[config.mk]
export PLATFORM = sky130hd
export DESIGN_NAME = bmp_div
export DESIGN_NICKNAME = d
export VERILOG_FILES = /design/src/hdl/bmp_pkg.sv /design/src/hdl/bmp_div.sv
export SDC_FILE = /design/constraint.sdc
export NUM_CORES = 1
export LEC_CHECK = 0
export BUFFER_PORTS_ARGS = -buffer_cell sky130_fd_sc_hd__buf_4
export CAP_MARGIN = 20
export CORE_MARGIN = 5
export CORE_UTILIZATION = 51
export CTS_CLUSTER_DIAMETER = 150
export DETAILED_ROUTE_END_ITERATION = 7
export HOLD_SLACK_MARGIN = 0.1
export PLACE_DENSITY = 0.87
export SLEW_MARGIN = 20
export SYNTH_ARGS = -nofsm -noshare
export SYNTH_HDL_FRONTEND = slang
export SYNTH_SLANG_ARGS = --single-unit
[constraint.sdc]
create_clock -name clk -period 3.1 [get_ports clk]
set_clock_uncertainty 0.1 [all_clocks]
set_input_delay 0.31 -clock clk [delete_from_list [all_inputs] [get_ports clk]]
set_output_delay 0.31 -clock clk [all_outputs]
set_load 0.03 [all_outputs]
[src/hdl/bmp_pkg.sv]
package bmp_pkg;

    // Defaults of the top-level parameters
    localparam int DEFAULT_MAX_FRAME_WIDTH = 2048;
    localparam int DEFAULT_MAX_BLOCK       = 16;
    localparam int DEFAULT_SAMPLE_BITS     = 16;

    // Configuration port geometry and register widths
    localparam int CFG_INDEX_BITS = 2;
    localparam int CFG_DATA_BITS  = 12;
    localparam int FRAME_REG_BITS = 12;
    localparam int BLOCK_REG_BITS = 5;

    // Register reset values
    localparam int RESET_FRAME_WIDTH  = 640;
    localparam int RESET_FRAME_HEIGHT = 480;
    localparam int RESET_BLOCK_WIDTH  = 4;
    localparam int RESET_BLOCK_HEIGHT = 4;

    // Register indexes on the configuration port
    typedef enum logic [CFG_INDEX_BITS-1:0] {
        REG_FRAME_WIDTH  = 2'd0,
        REG_FRAME_HEIGHT = 2'd1,
        REG_BLOCK_WIDTH  = 2'd2,
        REG_BLOCK_HEIGHT = 2'd3
    } cfg_reg_t;

    // Status of the grid-size divider
    typedef struct packed {
        logic busy;
        logic done;
    } div_status_t;

endpackage

[src/hdl/bmp_div.sv]
module bmp_div #(
    parameter int DIVIDEND_BITS = 12,
    parameter int DIVISOR_BITS  = 5
) (
    input  logic                       clk,
    input  logic                       rst_n,
    input  logic                       start,
    input  logic [DIVIDEND_BITS-1:0]   dividend,
    input  logic [DIVISOR_BITS-1:0]    divisor,
    output logic [DIVIDEND_BITS-1:0]   quotient,
    output bmp_pkg::div_status_t       status
);

    import bmp_pkg::*;

    localparam int CNT_BITS = $clog2(DIVIDEND_BITS + 1);

    logic                     busy_reg;
    logic                     done_reg;
    logic [CNT_BITS-1:0]      count_reg;
    logic [DIVISOR_BITS-1:0]  rem_reg;
    logic [DIVIDEND_BITS-1:0] quo_reg;

    logic [DIVISOR_BITS:0]    trial;
    logic                     fits;
    logic [DIVISOR_BITS:0]    diff;

    // One restoring step: shift in the next dividend bit and try a subtract
    always_comb
    begin
        trial = {rem_reg, quo_reg[DIVIDEND_BITS-1]};
        fits  = trial >= {1'b0, divisor};
        diff  = trial - {1'b0, divisor};
    end

    // Control: load on start, one quotient bit per cycle
    always_ff @(posedge clk or negedge rst_n)
    begin
        if (!rst_n)
        begin
            busy_reg  <= 1'b0;
            done_reg  <= 1'b0;
            count_reg <= '0;
        end
        else
        begin
            done_reg <= 1'b0;
            if (start)
            begin
                busy_reg  <= 1'b1;
                count_reg <= CNT_BITS'(DIVIDEND_BITS);
            end
            else if (busy_reg)
            begin
                count_reg <= count_reg - CNT_BITS'(1);
                if (count_reg == CNT_BITS'(1))
                begin
                    busy_reg <= 1'b0;
                    done_reg <= 1'b1;
                end
            end
        end
    end

    // Datapath: partial remainder and quotient shift register
    always_ff @(posedge clk)
    begin
        if (start)
        begin
            rem_reg <= '0;
            quo_reg <= dividend;
        end
        else if (busy_reg)
        begin
            rem_reg <= fits ? diff[DIVISOR_BITS-1:0] : trial[DIVISOR_BITS-1:0];
            quo_reg <= {quo_reg[DIVIDEND_BITS-2:0], fits};
        end
    end

    assign quotient    = quo_reg;
    assign status.busy = busy_reg;
    assign status.done = done_reg;

endmodule

Word level (Yosys, flattened, before mapping)
Index checks and enable logic that the tools add are counted.
- add/subtract/negate cells: 2
- order comparisons: 1
- equality and inequality tests: 1
- multiplexer cells: 11
- reduce and logical (&&, ||, !) cells: 1
- operators by type and width (cell ; number):
    $mux 12 ; 2
    $mux 4 ; 2
    $ge 6x5->1 ; 1
    $mux 1 ; 6
    $mux 5 ; 1
    $sub 5x5->5 ; 1
    $eq 4x1->1 const B ; 1
    $sub 4x1->4 const B ; 1
    $reduce_bool 2->1 ; 1
- flip-flop bits (word level): 23
- input port bits: 20
- output and inout bits: 14
- logic and storage cells: 21

Longest topological paths before layout
Gate-level depths: netlist of run 1.
- depth after elaboration: 4
- gate-level depth with buffers: 8
- gate-level depth less buffers: 8

Worst setup path after synthesis of run 1
OpenSTA, ideal clock, no wires.
- path kind: reg2reg
- start: register quo_reg[11], in the netlist quotient[11]
- end: register rem_reg[4]
- library setup time: 117 ps
- data arrival time: 2221 ps
- required time: 2883 ps
- slack: 662 ps
- cell stages (with the launch flop): 9
- buffers on the path: 0
- period minus slack after synthesis: 2438 ps
- cell sequence: edfxtp_1 inv_1 ha_1 inv_1 fa_1 a21o_2 a2111oi_0 o31ai_1 a22o_1
- word-level cells in the longest chain between the ends: 2
- elaborated cells between the ends (all ways): 3
- classes of those cells: add/sub (1); order compare (1); mux (1)
- ends and longest elaborated chain (element ; line ; RTL):
    from (decl) ; bmp_div.sv:22 ; logic [DIVIDEND_BITS-1:0] quo_reg;
    from (signal assigned) ; bmp_div.sv:71 ; quo_reg <= dividend;
    from (signal assigned) ; bmp_div.sv:76 ; quo_reg <= {quo_reg[DIVIDEND_BITS-2:0], fits};
    $sub 5x5->5 / $ge 6x5->1 (equally long branches) ; bmp_div.sv:33, bmp_div.sv:32 ;
    $mux 5 * ; bmp_div.sv:75 ; rem_reg <= fits ? diff[DIVISOR_BITS-1:0] : trial[DIVISOR_BITS-1:0];
    to (signal assigned) ; bmp_div.sv:75 ;
    to (decl) ; bmp_div.sv:21 ; logic [DIVISOR_BITS-1:0] rem_reg;
Mark *: on every way between the ends. The rest lies on a longest branch, timed or not.
A chain may end at the register's enable or synchronous reset.

Final worst setup path of run 1
Same ends and word-level chain as after synthesis.

==> flow_summary_export.csv, run 1 <==
group,metric,value,unit
outcome,status,"finished, final reports clean",
power_and_ir_drop,clkPwrFrac,14.2,%
place,place_congestion,0.835,
synthesis,syn_inst,111,
global_route,gr-total-overflow,0,
synthesis,ys_warn_count,0,
final_layout,nets,173,
synthesis,yosysTopAreaCellShare,28.5,%
power_and_ir_drop,p_comb_share,41.0,%
timing,relSlewSlack,56.7,%
worst_setup_path,r2r_cells,8,
synthesis,synth_area_leaders,"edfxtp_1 28%, dfrtp_1 12%, mux2_2 9.8%",
worst_setup_path,cp.depth,8,
synthesis,synth_enable_flop_cells,12,
worst_setup_path,path_delay_family,"compound AO/OA/AOI/OAI gates",
place,post-place-ws,0.562,ns
global_route,grt_pass1_wl,4.35,mm
routing,via_per_inst,5.57,
timing,tightestPinTransition,0.633,ns
synthesis,synth.cells.most_frequent,"12 x edfxtp_1, 11 x inv_1, 11 x mux2_2",
floorplan,dieArea,0.00358,mm^2
routing,drtIter0Drc,31,
worst_hold_path,min_path_cells,2,
routing,wl_per_cell,15.6,um
floorplan,design.portCount,34,
place,portBuffers,33,
worst_setup_path,r2r_slack,0.55,ns
global_route,grt_pass1_vias,963,
job,maxCapViolCount,0,
timing,max_freq,393,MHz
clocking,numCtsBuffers,3,
clocking,cts_setup_buffers,0,
timing,setup_viol,0,
routing,wirelength,2.72,mm
synthesis,ys_seq_elements,23,
timing,slew_violations,0,
worst_setup_path,path_max_fanout,3,
worst_setup_path,arrival,2.67,ns
synthesis,syn_area,0.00127,mm^2
routing,drc,0,
worst_setup_path,crit_slowest_cell,"a2111oi_0",
clocking,clk-insertion-delay-late,0.31,ns
worst_setup_path,cp_num_buf_inv,2,
worst_setup_path,critPathLaunch,"quotient[11]",
power_and_ir_drop,intPower,0.611,mW
worst_setup_path,cpPeakStageDelay,0.60,ns
floorplan,rows,18,
worst_setup_path,required,3.22,ns
floorplan,die_w,59.8,um
floorplan,start_util,52.1,%
place,place_area,0.00152,mm^2
synthesis,syn_avg_cell_area,11.4,um^2
synthesis,yosysSeqAreaShare,48.2,%
final_layout,design_area,0.00156,mm^2
synthesis,async_flop_share,26.1,%
timing,period_share,82.1,%
final_layout,drive_above_1_share,36.8,%
power_and_ir_drop,powerDensity,614,mW/mm^2
global_route,gr-usage-all-layers,16.1,%
worst_setup_path,endpoint,"rem_reg[4]",
worst_setup_path,r2r-start,"quotient[11]",
synthesis,synth_most_common_cell,"edfxtp_1",
final_layout,insertedDiodeCount,0,
synthesis,synth_ff_type,"edfxtp_1",
global_route,grt_antenna_before_repair,0,
worst_setup_path,cp_common_cell,"inv_1",
power_and_ir_drop,net-switching-power,0.346,mW
clocking,clk_pin_slew,0.13,ns
routing,drt_first_pass_iters,4,
timing,hold_viol_final,0,
timing,rsz0062_at_grt,"no",
clocking,htree_num_levels,1,
worst_setup_path,r2r-end,"rem_reg[4]",
synthesis,syn-num-nets,139,
place,dpl.hpwl,2.04,mm
clocking,cts_tree,"built",
worst_setup_path,end_kind,"flip-flop",
timing,fin_ws,0.554,ns
power_and_ir_drop,ir_drop,0.000421,V
final_layout,fillCellCount,199,
floorplan,dieHeight,59.8,um
clocking,cts_buffer_depth,2,
routing,vias,970,
power_and_ir_drop,swShare,36.2,%
clocking,cts_root_buffer,"clkbuf_4",
worst_setup_path,cp-start-kind,"flip-flop",
floorplan,fp.coreArea,0.00243,mm^2
clocking,cts.sinks,23,
synthesis,synth.largest_area_cell,"edfxtp_1",
worst_hold_path,hold_class,"in -> reg",
final_layout,largest_reg_flops,12,
timing,tns,0,ns
final_layout,area_growth,23.0,%
synthesis,yosysUniqueCellTypes,40,
worst_setup_path,criticalPathCategory,"reg -> reg",
power_and_ir_drop,p_leak,0.676,nW
power_and_ir_drop,pwr-share-seq,44.8,%
routing,ant_nets,0,
timing,finalCriticalPeriod,2.55,ns
worst_setup_path,path_cells,"inv_1 > ha_1 > inv_1 > fa_1 > a21o_2 > a2111oi_0 > o31ai_1 > a22o_1",
global_route,grt_max_degree,25,
placed cells by master, fill, tap and decap left out, types with 2 or more instances in the layout:
master / count
or2_2: 2
clkbuf_4: 3
nand2b_1: 2
nand2_1: 2
dfrtp_1: 6
xnor2_1: 2
nor2_1: 9
inv_1: 11
a311o_1: 2
a311oi_1: 3
a2111oi_0: 2
dfxtp_1: 5
ha_1: 7
a211oi_1: 2
o21ai_0: 2
mux2_2: 11
buf_4: 33
edfxtp_1: 12
a21oi_1: 4
nor3_1: 3
cell type report:
class                           count  area, um^2  area share (%)
Clock buffer                        3        22.5            1.45
Clock inverter                      1        5.00           0.321
Inverter                           11        41.3            2.65
Multi-Input combinational cell     72         583            37.4
Sequential cell                    23         611            39.2
Tap cell                           30        37.5            2.41
Timing Repair Buffer               34         258            16.5
metal layers:
layer  part of all wire (%)  track usage (%)
met4                   0.63             2.85
met1                     40             19.6
met3                    4.7             3.24
met2                     55             29.2
met5                      0                0
through the flow:
| step | power (mW) | util (%) | std cells | hold slack [ns] |
|---|---|---|---|---|
| after floorplan | 0.700 | - | 111 | -0.0856 |
| after global placement | 0.802 | 62.5 | 169 | 0.0167 |
| after detailed placement | 0.821 | 62.5 | 169 | 0.0203 |
| after CTS | 0.959 | 64.0 | 174 | 0.196 |
| after global routing | 1.02 | 64.0 | 174 | 0.190 |
| final | 0.957 | 64.0 | 174 | 0.200 |
how the worst min path moves through the flow:
stage | start | to | slack (ns)
detailed placement | rst_n | count_reg[1] | 0.02
global route | dividend[9] | quotient[9] | 0.19
global placement | rst_n | count_reg[2] | 0.02
CTS | dividend[7] | quotient[7] | 0.20
finish | dividend[9] | quotient[9] | 0.20
floorplan | rst_n | busy_reg | -0.09
repair_timing:
action | CTS | global route
hold buffers | 1 | 0
gates resized for setup | 0 | 0
hold endpoints to repair | 6 | 0
power by group through the flow:
stage / clock, mW / combinational [mW] / sequential [mW]
detailed placement: 0 / 0.387 / 0.434
finish: 0.136 / 0.392 / 0.429
global route: 0.149 / 0.433 / 0.436
global placement: 0 / 0.371 / 0.431
CTS: 0.138 / 0.393 / 0.428
floorplan: 0 / 0.226 / 0.474
cells by family (layout without fill, tap and decap cells):
family	Yosys count	count (layout)	share of synthesized area [%]
buffers and inverters	16	49	5.73
and+or+nand+nor	27	27	12.0
xor gates and xnor gates	3	3	2.08
AOI/OAI and AO/OA	23	23	13.7
muxes	11	11	9.78
adders and majority gates	8	8	8.50
DFF	23	23	48.2
No activity file was read; power rests on OpenSTA's default activity.
==> run 2: changes to the inputs <==
==> constraint.sdc (replaced) <==
create_clock -name clk -period 2.7 [get_ports clk]
set_clock_uncertainty 0.1 [all_clocks]
set_input_delay 0.27 -clock clk [delete_from_list [all_inputs] [get_ports clk]]
set_output_delay 0.27 -clock clk [all_outputs]
set_load 0.03 [all_outputs]
==> flow_summary_export.csv, run 2 (same netlist as run 1, synthesis figures left out) <==
group,metric,value,unit
place,dpl.hpwl,2.13,mm
worst_setup_path,path_max_fanout,3,
final_layout,area_growth,22.9,%
final_layout,drive_above_1_share,36.1,%
power_and_ir_drop,p_comb_share,40.8,%
worst_setup_path,crit_slowest_cell,"a2111oi_0",
clocking,clk_pin_slew,0.12,ns
global_route,grt_antenna_before_repair,0,
floorplan,fp.coreArea,0.00243,mm^2
timing,tns,0,ns
final_layout,final_cell_mix,"33 x buf_4, 12 x edfxtp_1, 11 x inv_1, 11 x mux2_2, 9 x nor2_1",
clocking,htree_num_levels,1,
final_layout,post-route-util,64.0,%
final_layout,largest_reg_flops,12,
timing,max_freq,398,MHz
floorplan,dieHeight,59.8,um
clocking,cts_buffer_depth,2,
power_and_ir_drop,powerDensity,715,mW/mm^2
worst_hold_path,hold_class,"in -> reg",
power_and_ir_drop,ir_drop,0.000437,V
clocking,cts_hold_buf,1,
floorplan,dieArea,0.00358,mm^2
timing,slew_violations,0,
timing,tightestPinTransition,0.620,ns
clocking,numCtsBuffers,3,
final_layout,multiInputGateArea,583,um^2
global_route,grt_pass1_vias,953,
floorplan,design.portCount,34,
worst_setup_path,end_kind,"flip-flop",
timing,holdWs,0.135,ns
worst_setup_path,path_delay_family,"compound AO/OA/AOI/OAI gates",
final_layout,ff_latch_area,611,um^2
timing,rsz0062_at_grt,"no",
routing,ant_nets,0,
power_and_ir_drop,clkPwrFrac,14.9,%
power_and_ir_drop,p_leak,0.673,nW
final_layout,nets,173,
routing,drc,0,
final_layout,insertedDiodeCount,0,
clocking,cts_setup_buffers,0,
timing,period_share,93.2,%
worst_setup_path,cp-start-kind,"flip-flop",
clocking,cts_tree,"built",
power_and_ir_drop,pwr-share-seq,44.3,%
worst_setup_path,path_cells,"inv_1 > ha_1 > inv_1 > fa_1 > a21o_2 > a2111oi_0 > o31ai_1 > a22o_1",
floorplan,start_util,52.1,%
routing,drtIter0Drc,40,
global_route,gr-usage-all-layers,16.5,%
place,place_congestion,0.819,
clocking,cts_root_buffer,"clkbuf_4",
final_layout,fillCellCount,193,
routing,vias,1006,
worst_setup_path,required,2.83,ns
worst_setup_path,cp_common_cell,"inv_1",
timing,finalCriticalPeriod,2.52,ns
routing,wirelength,2.79,mm
clocking,post_cts_resize_count,0,
final_layout,layout_commonest_cell,"buf_4",
routing,drt_first_pass_iters,4,
job,maxCapViolCount,0,
floorplan,rows,18,
floorplan,die_w,59.8,um
worst_setup_path,arrival,2.65,ns
global_route,grt_pass1_wl,4.33,mm
worst_setup_path,cpPeakStageDelay,0.59,ns
timing,setup_viol,0,
clocking,clk-insertion-delay-late,0.33,ns
worst_setup_path,criticalPathCategory,"reg -> reg",
routing,via_per_inst,5.78,
outcome,status,"finished, final reports clean",
timing,hold_viol_final,0,
global_route,grt_max_degree,25,
clocking,cts.sinks,23,
timing,relSlewSlack,57.6,%
place,portBuffers,33,
global_route,gr-total-overflow,0,
power_and_ir_drop,swShare,36.5,%
routing,wl_per_cell,16.0,um
power_and_ir_drop,net-switching-power,0.406,mW
power_and_ir_drop,intPower,0.707,mW
worst_setup_path,cp_num_buf_inv,2,
run 2: final timing paths:
kind | start | to | slack [ns] | cells after the start
worst max-delay path | quotient[11] | rem_reg[4] | 0.18 | 8
worst min-delay path | dividend[7] | quotient[7] | 0.14 | 2
worst max register to register | quotient[11] | rem_reg[4] | 0.18 | 8
worst min register to register | rem_reg[2] | rem_reg[2] | 0.41 | 2
max in group asynchronous | rst_n | count_reg[2] | 2.22 | 2
min in group asynchronous | rst_n | busy_reg | 0.16 | 2
run 2: through the flow:
| step | power [mW] | area [um^2] | setup WS, ns | cells |
|---|---|---|---|---|
| after floorplan | 0.804 | 1270 | 0.262 | 111 |
| after global placement | 0.921 | 1520 | 0.362 | 169 |
| after detailed placement | 0.945 | 1520 | 0.227 | 169 |
| after CTS | 1.11 | 1560 | 0.200 | 174 |
| after global routing | 1.17 | 1560 | 0.0200 | 174 |
| final | 1.11 | 1560 | 0.185 | 174 |
run 2: per-layer routing:
| layer | GRT usage (%) | vias to the layer above | share of wire [%] |
|---|---|---|---|
| met5 | 0 | - | 0 |
| met4 | 11.4 | 0 | 4.1 |
| met3 | 2.81 | 11 | 4.5 |
| met2 | 26.4 | 31 | 51 |
| met1 | 20.0 | 490 | 40 |
| li1 | - | 474 | - |
run 2: cell type report:
cell class                 count  share of cell area [%]
tap                           30                    2.41
sequential                    23                    39.2
clock buffer                   4                    1.69
inverter                      11                    2.65
multi-input combinational     72                    37.5
timing repair buffer          34                    16.6
run 2: power by group through the flow:
stage	clock network [mW]	registers, mW	logic [mW]
after detailed placement	0	0.499	0.446
after global placement	0	0.495	0.426
after CTS	0.165	0.492	0.450
after global routing	0.179	0.502	0.491
final	0.166	0.493	0.454
after floorplan	0	0.544	0.260
run 2: worst reg2reg max path, delay by kind of cell (launching register included):
kind	cells	cell delay [ns]
buffers and inverters	2	0.13
adder cells (fa/ha/maj)	2	0.56
AO/OA/AOI/OAI	4	1.19
flip-flops	1	0.44
